--- src/design/utf8_stream_decoder_assert.svh ---
// ----------------------------------------------------------------------------
// UTF-8 stream decoder assertion macros
// Shared property forms for the decoder's concurrent checks.
// ----------------------------------------------------------------------------
`ifndef UTF8_STREAM_DECODER_ASSERT_SVH
`define UTF8_STREAM_DECODER_ASSERT_SVH

// Same-cycle implication, disabled while reset is asserted.
`define U8SD_ASSERT_NOW(label, clk, rst_n, ante, cons) \
	label: assert property (@(posedge clk) disable iff (!rst_n) (ante) |-> (cons)) \
		else $error("utf8 decoder check failed");

// Next-cycle implication, disabled while reset is asserted.
`define U8SD_ASSERT_NEXT(label, clk, rst_n, ante, cons) \
	label: assert property (@(posedge clk) disable iff (!rst_n) (ante) |=> (cons)) \
		else $error("utf8 decoder check failed");

`endif

--- src/design/utf8sd_pkg.sv ---
`timescale 1ns / 1ps
// ----------------------------------------------------------------------------
// UTF-8 decoder package
// Constants and types shared by the decoder front end, queue and back end.
// ----------------------------------------------------------------------------
package utf8sd_pkg;

	localparam int ScalarW = 21;
	localparam int QDepth  = 4;
	localparam int QPtrW   = $clog2(QDepth);
	localparam int QCntW   = $clog2(QDepth + 1);

	localparam logic [ScalarW-1:0] ReplChar  = 21'h00FFFD;
	localparam logic [ScalarW-1:0] MaxScalar = 21'h10FFFF;
	localparam logic [ScalarW-1:0] SurrLow   = 21'h00D800;
	localparam logic [ScalarW-1:0] SurrHigh  = 21'h00DFFF;
	localparam logic [ScalarW-1:0] Min2Byte  = 21'h000080;
	localparam logic [ScalarW-1:0] Min3Byte  = 21'h000800;
	localparam logic [ScalarW-1:0] Min4Byte  = 21'h010000;

	localparam logic [7:0] Lead2Lo = 8'hC2;
	localparam logic [7:0] Lead3Lo = 8'hE0;
	localparam logic [7:0] Lead4Lo = 8'hF0;
	localparam logic [7:0] Lead4Hi = 8'hF5;
	localparam logic [7:0] ContMask = 8'hC0;
	localparam logic [7:0] ContTag  = 8'h80;

	// continuation counts of an open sequence
	localparam logic [1:0] LenNone = 2'd0;
	localparam logic [1:0] Len2    = 2'd1;
	localparam logic [1:0] Len3    = 2'd2;
	localparam logic [1:0] Len4    = 2'd3;

	typedef struct packed {
		logic [ScalarW-1:0] value;
		logic               repl;
	} res_t;

	// all results caused by one byte
	typedef struct packed {
		logic two;
		res_t r0;
		res_t r1;
	} entry_t;

	typedef struct packed {
		logic full;
		logic empty;
	} q_stat_t;

endpackage

--- src/design/utf8_stream_decoder.sv ---
`timescale 1ns / 1ps
// ----------------------------------------------------------------------------
// UTF-8 stream decoder
// Turns a byte stream of UTF-8 text into Unicode scalar values.
// ----------------------------------------------------------------------------
// Input stream s_*: one byte per request in s_tdata, s_tlast marks the last
// byte of the text. Output stream m_*: one scalar per request in
// m_tdata[20:0], m_tuser set when the value is a U+FFFD substitution, and
// m_tlast set on the final result caused by an input byte.
// A byte yields zero, one or two results; a lead byte opening a sequence
// yields none until the sequence completes.
// A result is written into the result queue and then loaded into the output
// register before it shows on m_tvalid.
// Throughput: one byte per cycle while the result queue is not full and each
// byte yields at most one result; a byte that yields two results sends them
// back to back, and the four-entry result queue absorbs the difference.
// s_tready drops only when the result queue is full, so a stalled receiver
// fills the queue and then stops the sender; nothing is lost.
// Reset clears the open sequence, the queue and the output register.
// ----------------------------------------------------------------------------
`include "utf8_stream_decoder_assert.svh"

module utf8_stream_decoder (
	input  logic        clk,
	input  logic        arst_n,
	input  logic        s_tvalid,
	output logic        s_tready,
	input  logic [7:0]  s_tdata,   // [7:0] data_byte
	input  logic        s_tlast,   // end_of_text
	output logic        m_tvalid,
	input  logic        m_tready,
	output logic [23:0] m_tdata,   // [20:0] scalar_value, [23:21] zero
	output logic        m_tuser,   // [0] replaced
	output logic        m_tlast    // last_of_run
);

	logic                accept;
	logic                push;
	logic                pop;
	utf8sd_pkg::entry_t  push_data;
	utf8sd_pkg::entry_t  pop_data;
	utf8sd_pkg::q_stat_t stat;
	utf8sd_pkg::res_t    out_res;
	logic                value_is_repl;
	logic                value_legal;
	logic                pair_open;

	assign s_tready = !stat.full;
	assign accept   = s_tvalid && s_tready;

	utf8sd_front u_front (
		.clk         (clk),
		.arst_n      (arst_n),
		.accept      (accept),
		.data_byte   (s_tdata),
		.end_of_text (s_tlast),
		.push        (push),
		.entry       (push_data)
	);

	utf8sd_queue u_queue (
		.clk       (clk),
		.arst_n    (arst_n),
		.push      (push),
		.push_data (push_data),
		.pop       (pop),
		.pop_data  (pop_data),
		.stat      (stat)
	);

	utf8sd_back u_back (
		.clk       (clk),
		.arst_n    (arst_n),
		.stat      (stat),
		.pop_data  (pop_data),
		.pop       (pop),
		.out_ready (m_tready),
		.out_valid (m_tvalid),
		.out_res   (out_res),
		.out_last  (m_tlast)
	);

	assign m_tdata = {3'b000, out_res.value};
	assign m_tuser = out_res.repl;

	assign value_is_repl = out_res.value == utf8sd_pkg::ReplChar;
	assign value_legal   = (out_res.value <= utf8sd_pkg::MaxScalar) &&
		((out_res.value < utf8sd_pkg::SurrLow) || (out_res.value > utf8sd_pkg::SurrHigh));
	assign pair_open     = m_tvalid && m_tready && !m_tlast;

	// substitutions always carry U+FFFD
	`U8SD_ASSERT_NOW(a_repl_value, clk, arst_n, m_tvalid && m_tuser, value_is_repl)
	// no surrogate or out-of-range value ever leaves as a decoded scalar
	`U8SD_ASSERT_NOW(a_scalar_range, clk, arst_n, m_tvalid && !m_tuser, value_legal)
	// second result of a byte follows the first without a gap
	`U8SD_ASSERT_NEXT(a_pair_back_to_back, clk, arst_n, pair_open, m_tvalid && m_tlast)
	// the queue never takes an entry while full
	`U8SD_ASSERT_NOW(a_no_overflow, clk, arst_n, push, !stat.full)

endmodule

--- src/design/utf8sd_front.sv ---
`timescale 1ns / 1ps
// ----------------------------------------------------------------------------
// UTF-8 decoder front end
// Classifies each accepted byte, tracks the open sequence and builds the
// results that the byte causes as one queue entry.
// ----------------------------------------------------------------------------
module utf8sd_front (
	input  logic                clk,
	input  logic                arst_n,
	input  logic                accept,
	input  logic [7:0]          data_byte,
	input  logic                end_of_text,
	output logic                push,
	output utf8sd_pkg::entry_t  entry
);

	logic [utf8sd_pkg::ScalarW-1:0] acc_q;
	logic [1:0]                     rem_q;
	logic [1:0]                     len_q;

	logic                           is_cont;
	logic                           is_ascii;
	logic                           is_l2;
	logic                           is_l3;
	logic                           is_l4;
	logic                           lead_open;
	logic [utf8sd_pkg::ScalarW-1:0] lead_acc;
	logic [1:0]                     lead_len;
	logic                           lead_has;
	utf8sd_pkg::res_t               lead_res;
	utf8sd_pkg::res_t               repl_res;

	logic [utf8sd_pkg::ScalarW-1:0] acc_shift;
	logic [1:0]                     rem_dec;
	logic                           code_ok;

	logic                           has0;
	logic [utf8sd_pkg::ScalarW-1:0] acc_d;
	logic [1:0]                     rem_d;
	logic [1:0]                     len_d;

	assign is_cont  = (data_byte & utf8sd_pkg::ContMask) == utf8sd_pkg::ContTag;
	assign is_ascii = ~data_byte[7];
	assign is_l4    = (data_byte >= utf8sd_pkg::Lead4Lo) && (data_byte < utf8sd_pkg::Lead4Hi);
	assign is_l3    = (data_byte >= utf8sd_pkg::Lead3Lo) && (data_byte < utf8sd_pkg::Lead4Lo);
	assign is_l2    = (data_byte >= utf8sd_pkg::Lead2Lo) && (data_byte < utf8sd_pkg::Lead3Lo);

	assign repl_res.value = utf8sd_pkg::ReplChar;
	assign repl_res.repl  = 1'b1;

	// byte taken as a new lead
	always_comb begin
		lead_open = 1'b0;
		lead_acc  = '0;
		lead_len  = utf8sd_pkg::LenNone;
		lead_has  = 1'b1;
		lead_res  = repl_res;
		if (is_ascii) begin
			lead_res.value = utf8sd_pkg::ScalarW'(data_byte);
			lead_res.repl  = 1'b0;
		end else if (is_l2 || is_l3 || is_l4) begin
			if (is_l4) begin
				lead_acc = utf8sd_pkg::ScalarW'(data_byte[2:0]);
				lead_len = utf8sd_pkg::Len4;
			end else if (is_l3) begin
				lead_acc = utf8sd_pkg::ScalarW'(data_byte[3:0]);
				lead_len = utf8sd_pkg::Len3;
			end else begin
				lead_acc = utf8sd_pkg::ScalarW'(data_byte[4:0]);
				lead_len = utf8sd_pkg::Len2;
			end
			// a lead on the final byte closes at once with a replacement
			lead_open = ~end_of_text;
			lead_has  = end_of_text;
		end
	end

	assign acc_shift = {acc_q[utf8sd_pkg::ScalarW-7:0], data_byte[5:0]};
	assign rem_dec   = rem_q - 2'd1;

	always_comb begin
		code_ok = (acc_shift <= utf8sd_pkg::MaxScalar) &&
			!((acc_shift >= utf8sd_pkg::SurrLow) && (acc_shift <= utf8sd_pkg::SurrHigh));
		case (len_q)
			utf8sd_pkg::Len2: if (acc_shift < utf8sd_pkg::Min2Byte) code_ok = 1'b0;
			utf8sd_pkg::Len3: if (acc_shift < utf8sd_pkg::Min3Byte) code_ok = 1'b0;
			utf8sd_pkg::Len4: if (acc_shift < utf8sd_pkg::Min4Byte) code_ok = 1'b0;
			default: ;
		endcase
	end

	always_comb begin
		has0      = 1'b0;
		entry.two = 1'b0;
		entry.r0  = repl_res;
		entry.r1  = lead_res;
		acc_d     = '0;
		rem_d     = '0;
		len_d     = utf8sd_pkg::LenNone;
		if (rem_q != 2'd0 && is_cont) begin
			if (rem_dec == 2'd0) begin
				has0 = 1'b1;
				if (code_ok) begin
					entry.r0.value = acc_shift;
					entry.r0.repl  = 1'b0;
				end
			end else if (end_of_text) begin
				has0 = 1'b1;
			end else begin
				acc_d = acc_shift;
				rem_d = rem_dec;
				len_d = len_q;
			end
		end else begin
			if (rem_q != 2'd0) begin
				// broken sequence: replace, then reprocess the byte as a lead
				has0      = 1'b1;
				entry.two = lead_has;
			end else begin
				has0     = lead_has;
				entry.r0 = lead_res;
			end
			if (lead_open) begin
				acc_d = lead_acc;
				rem_d = lead_len;
				len_d = lead_len;
			end
		end
	end

	assign push = accept && has0;

	always_ff @(posedge clk or negedge arst_n) begin
		if (!arst_n) begin
			acc_q <= '0;
			rem_q <= '0;
			len_q <= utf8sd_pkg::LenNone;
		end else if (accept) begin
			acc_q <= acc_d;
			rem_q <= rem_d;
			len_q <= len_d;
		end
	end

endmodule

--- src/design/utf8sd_queue.sv ---
`timescale 1ns / 1ps
// ----------------------------------------------------------------------------
// UTF-8 decoder result queue
// Short FIFO of per-byte result entries between the front and back ends.
// ----------------------------------------------------------------------------
module utf8sd_queue (
	input  logic                clk,
	input  logic                arst_n,
	input  logic                push,
	input  utf8sd_pkg::entry_t  push_data,
	input  logic                pop,
	output utf8sd_pkg::entry_t  pop_data,
	output utf8sd_pkg::q_stat_t stat
);

	utf8sd_pkg::entry_t              mem_q [utf8sd_pkg::QDepth];
	logic [utf8sd_pkg::QPtrW-1:0]    wr_ptr_q;
	logic [utf8sd_pkg::QPtrW-1:0]    rd_ptr_q;
	logic [utf8sd_pkg::QCntW-1:0]    cnt_q;

	assign stat.full  = cnt_q == utf8sd_pkg::QCntW'(utf8sd_pkg::QDepth);
	assign stat.empty = cnt_q == '0;
	assign pop_data   = mem_q[rd_ptr_q];

	always_ff @(posedge clk) begin
		if (push) begin
			mem_q[wr_ptr_q] <= push_data;
		end
	end

	always_ff @(posedge clk or negedge arst_n) begin
		if (!arst_n) begin
			wr_ptr_q <= '0;
			rd_ptr_q <= '0;
			cnt_q    <= '0;
		end else begin
			if (push) begin
				wr_ptr_q <= wr_ptr_q + 1'b1;
			end
			if (pop) begin
				rd_ptr_q <= rd_ptr_q + 1'b1;
			end
			case ({push, pop})
				2'b10:   cnt_q <= cnt_q + 1'b1;
				2'b01:   cnt_q <= cnt_q - 1'b1;
				default: cnt_q <= cnt_q;
			endcase
		end
	end

endmodule

--- src/design/utf8sd_back.sv ---
`timescale 1ns / 1ps
// ----------------------------------------------------------------------------
// UTF-8 decoder back end
// Drains queue entries and sends their results one per request through an
// output register.
// ----------------------------------------------------------------------------
module utf8sd_back (
	input  logic                clk,
	input  logic                arst_n,
	input  utf8sd_pkg::q_stat_t stat,
	input  utf8sd_pkg::entry_t  pop_data,
	output logic                pop,
	input  logic                out_ready,
	output logic                out_valid,
	output utf8sd_pkg::res_t    out_res,
	output logic                out_last
);

	logic             out_valid_q;
	logic             pend_q;
	utf8sd_pkg::res_t out_res_q;
	logic             out_last_q;
	utf8sd_pkg::res_t hold_q;
	logic             load;

	assign load = !out_valid_q || out_ready;
	assign pop  = load && !pend_q && !stat.empty;

	always_ff @(posedge clk or negedge arst_n) begin
		if (!arst_n) begin
			out_valid_q <= 1'b0;
			pend_q      <= 1'b0;
		end else if (load) begin
			if (pend_q) begin
				out_valid_q <= 1'b1;
				pend_q      <= 1'b0;
			end else begin
				out_valid_q <= !stat.empty;
				pend_q      <= !stat.empty && pop_data.two;
			end
		end
	end

	always_ff @(posedge clk) begin
		if (load) begin
			if (pend_q) begin
				out_res_q  <= hold_q;
				out_last_q <= 1'b1;
			end else begin
				out_res_q  <= pop_data.r0;
				out_last_q <= !pop_data.two;
				hold_q     <= pop_data.r1;
			end
		end
	end

	assign out_valid = out_valid_q;
	assign out_res   = out_res_q;
	assign out_last  = out_last_q;

endmodule

--- config.mk ---
export PLATFORM = sky130hd
export DESIGN_NAME = utf8_stream_decoder
export DESIGN_NICKNAME = d
export VERILOG_FILES = /design/src/design/utf8sd_pkg.sv /design/src/design/utf8_stream_decoder.sv /design/src/design/utf8sd_front.sv /design/src/design/utf8sd_queue.sv /design/src/design/utf8sd_back.sv
export VERILOG_INCLUDE_DIRS = /design/src /design/src/design
export SDC_FILE = /design/constraint.sdc
export NUM_CORES = 1
export LEC_CHECK = 0
export BUFFER_PORTS_ARGS = -buffer_cell sky130_fd_sc_hd__buf_2
export CAP_MARGIN = 20
export CELL_PAD_IN_SITES_DETAIL_PLACEMENT = 1
export CELL_PAD_IN_SITES_GLOBAL_PLACEMENT = 2
export CORE_ASPECT_RATIO = 0.7
export CORE_MARGIN = 4
export CORE_UTILIZATION = 35
export CTS_CLUSTER_DIAMETER = 150
export DETAILED_ROUTE_END_ITERATION = 8
export PLACE_DENSITY = 0.69
export SETUP_SLACK_MARGIN = 0.1
export SYNTH_ARGS = -nofsm -noshare
export SYNTH_HDL_FRONTEND = slang
export SYNTH_SLANG_ARGS = --single-unit
export TNS_END_PERCENT = 100
--- constraint.sdc ---
create_clock -name clk -period 3.4 [get_ports clk]
set_input_delay 0.34 -clock clk [delete_from_list [all_inputs] [get_ports clk]]
set_output_delay 0.34 -clock clk [all_outputs]
set_load 0.01 [all_outputs]
==> flow_metrics.tcl <==
set metrics [dict create \
    outcome "complete, no violations" \
    r2r_slack_ps 430 \
    areaGrowthSynthToFinish_pct 15.4 \
    ios 41 \
    min_to "u_front.acc_q[0]" \
    setup_violations 0 \
    finalCriticalPeriod_ps 2970 \
    clk_pin_slew_ps 60 \
    use_met3 0.0277 \
    yosys_warnings 0 \
    ant_nets 0 \
    gr-usage-met1 0.201 \
    p_leak_nw 2.97 \
    total_power_mw 7.17 \
    grt_max_degree 33 \
    grt.busiest_layer "met1" \
    remaining_drc_errors 0 \
    wirelength_um 14700 \
    cts_made_buffers 17 \
    nets 485 \
    hpwl_um 9060 \
    reg2reg_to "u_queue.cnt_q[2]" \
    rr_worst_depth 13 \
    hold_violations 0 \
    fin_tns_setup_ps 0 \
    yosysTopAreaCell "edfxtp_1" \
    grt_pass1_vias 4058 \
    synth_seq_cells 183 \
    power_density_nw_per_um2 851 \
    cts_buffer_depth 2 \
    synth_top_cell_area_share 0.637 \
    synth_cell_types 47 \
    finalMaxSlewViolations 0 \
    min_path_cells 3 \
    drtIter0Drc 283 \
    critPathKind "reg2reg" \
    die_height_um 129 \
    rsz0062_at_grt "false" \
    synth_flop_cell "edfxtp_1" \
    vias_per_cell 4.90 \
    crit_top_cell "inv_1" \
    syn_area_sq_um 7300 \
    crit_arrival_ps 3320 \
    place_congestion 0.770 \
    antenna_found_initial 0 \
    first_pass_iters 4 \
    yosys-top-cells-area "edfxtp_1 (64%), dfrtp_1 (9.6%), mux4_2 (9.6%), a22o_1 (1.3%), mux2_2 (1.2%)" \
    worstPathCellList "inv_1 -> ha_1 -> or3b_4 -> or3_4 -> nand2_2 -> a21oi_2 -> inv_1 -> ha_1 -> inv_1 -> fa_1 -> xor2_1 -> nor2_1 -> xor2_1" \
    cp-end-kind "flop" \
    grt_pass1_wl_um 23700 \
    clock_skew_ps 7.63 \
    port_buffers 37 \
    initial_core_util 0.362 \
    n_antenna_cell 0 \
    cts_tree "yes" \
    fp.dieArea_sq_um 23300 \
    critPathMaxStageDelay_ps 430 \
    hp-class "in2reg" \
    relSlewSlack 0.454 \
    numClockSinks 183 \
    fmax_mhz 336 \
    hold_path_startpoint "s_tdata[0]" \
    yosysSeqAreaShare 0.733 \
    worstPathMaxFanout 7 \
    worst_pin_slew_ps 820 \
    insertion_delay_ps 420 \
    vdd_drop_max_mv 0.443 \
    num_vias 3660 \
    maxCapViolCount 0 \
    syn_inst 409 \
    core_area_sq_um 20200 \
    die_w_um 181 \
    num_rows 43 \
    drive_gt1_frac 0.291 \
    cts-root-buf "clkbuf_16" \
    htreeDepth 4 \
    grt-ovfl-total 0 \
    synth_edf_count 155 \
    cp-start-kind "flop" \
    synth.avg_cell_area_sq_um 17.9 \
    fin_crit_sh 0.875 \
    post-cts-setup-buffers 0 \
    wire_per_inst_um 19.7 \
    postSynth.asyncResetShare 0.153 \
    grtUsageMet2 0.201 \
    r2r_start "u_front.rem_q[0]" \
    cpMaxStageDelayCell "or3b_4" \
    grt_use_total 0.136 \
    cp.required_ps 3740 \
]
[critical path, delay by kind of cell, from the launching register on]
| family | cells | cell delay (ps) |
|---|---|---|
| adder cells (fa/ha/maj) | 3 | 840 |
| AND/OR/NAND/NOR | 4 | 1040 |
| buffers and inverters | 3 | 220 |
| flip-flops | 1 | 380 |
| AO/OA/AOI/OAI | 1 | 90 |
| XOR/XNOR | 2 | 320 |
[area by class of cell]
cell class                      instances  area (sq um)
Fill cell                            2008         11700
Sequential cell                       183          5360
Timing Repair Buffer                   50           297
Inverter                               23          86.3
Multi-Input combinational cell        189          1790
Tap cell                              270           338
Clock inverter                         11           123
Clock buffer                           21           440
[where the power goes]
group          switching (mW)  leakage (nW)  internal [mW]
combinational            1.02         0.951          0.849
sequential              0.237          1.75           3.17
clock                   0.816         0.265           1.08
[what timing repair did]
item,CTS,global route
endpoints found under the hold margin,28,0
gates resized for setup,0,0
hold buffers,1,0
[metal layers]
metal | vias up | part of all wire
li1 | 1678 | -
met1 | 1896 | 0.50
met2 | 68 | 0.44
met3 | 18 | 0.041
met4 | 0 | 0.015
met5 | - | 0
[metrics by stage]
step	utilization	worst slack, ps	cell area [sq um]	hold slack (ps)	std cells
final	0.418	425	8430	241	747
after global routing	0.418	251	8430	229	747
after CTS	0.416	422	8400	216	745
after detailed placement	0.388	460	7830	421	712
after global placement	0.388	560	7830	406	712
after floorplan	-	702	7310	44.4	411
[synthesized netlist by cell type, types with 5 or more instances]
library cell	instances
inv_1	23
edfxtp_1	155
a21oi_1	8
ha_1	7
mux4_2	31
a21o_1	10
or2_2	11
and2_1	5
mux2_2	8
nor2b_1	8
a22o_1	11
o21ai_0	13
nor3_1	6
dfrtp_1	28
nand2_1	21
nor2_1	7
clkbuf_1	7
[cells by family (layout without fill, tap and decap cells)]
family,count (synthesis),in the layout,synth area share
DFF,183,183,0.733
and+or+nand+nor,76,76,0.0571
AOI/OAI and AO/OA,55,55,0.0529
muxes,41,41,0.111
buffers and inverters,39,105,0.0228
adders and majority gates,8,8,0.0147
xor gates and xnor gates,6,6,0.00720
other,1,3,0.000514
[layout by cell type (no fill, tap or decap), types with 10 or more instances in the layout]
cell type  instances
a21o_1            10
a22o_1            11
buf_2             37
buf_4             10
clkbuf_16         17
dfrtp_1           27
edfxtp_1         155
inv_1             23
mux4_2            31
nand2_1           21
o21ai_0           13
or2_2             11
[worst max path at each step]
stage / start / endpoint / slack [ps] / depth (start not counted)
2_1_floorplan: u_front.rem_q[0] / u_queue.cnt_q[2] / 700 / 13
3_3_place_gp: u_front.rem_q[0] / u_queue.cnt_q[2] / 560 / 13
3_5_place_dp: u_front.rem_q[0] / u_queue.cnt_q[2] / 460 / 13
4_1_cts: u_front.rem_q[0] / u_queue.cnt_q[2] / 420 / 13
5_1_grt: u_front.rem_q[0] / u_queue.cnt_q[2] / 250 / 13
6_report: u_front.rem_q[0] / u_queue.cnt_q[2] / 430 / 13
[sequential cells by signal, summed over array words and instances (netlist names)]
signal	count
u_back.out_last	1
u_front.rem_q	2
u_back.hold_q	8
u_back.out_valid	1
u_front.acc_q	15
u_queue.cnt_q	3
u_back.out_res	22
u_front.len_q	2
u_queue.mem_q	124
u_back.pend_q	1
u_queue.rd_ptr_q	2
u_queue.wr_ptr_q	2
No activity file was read; power rests on OpenSTA's default activity.
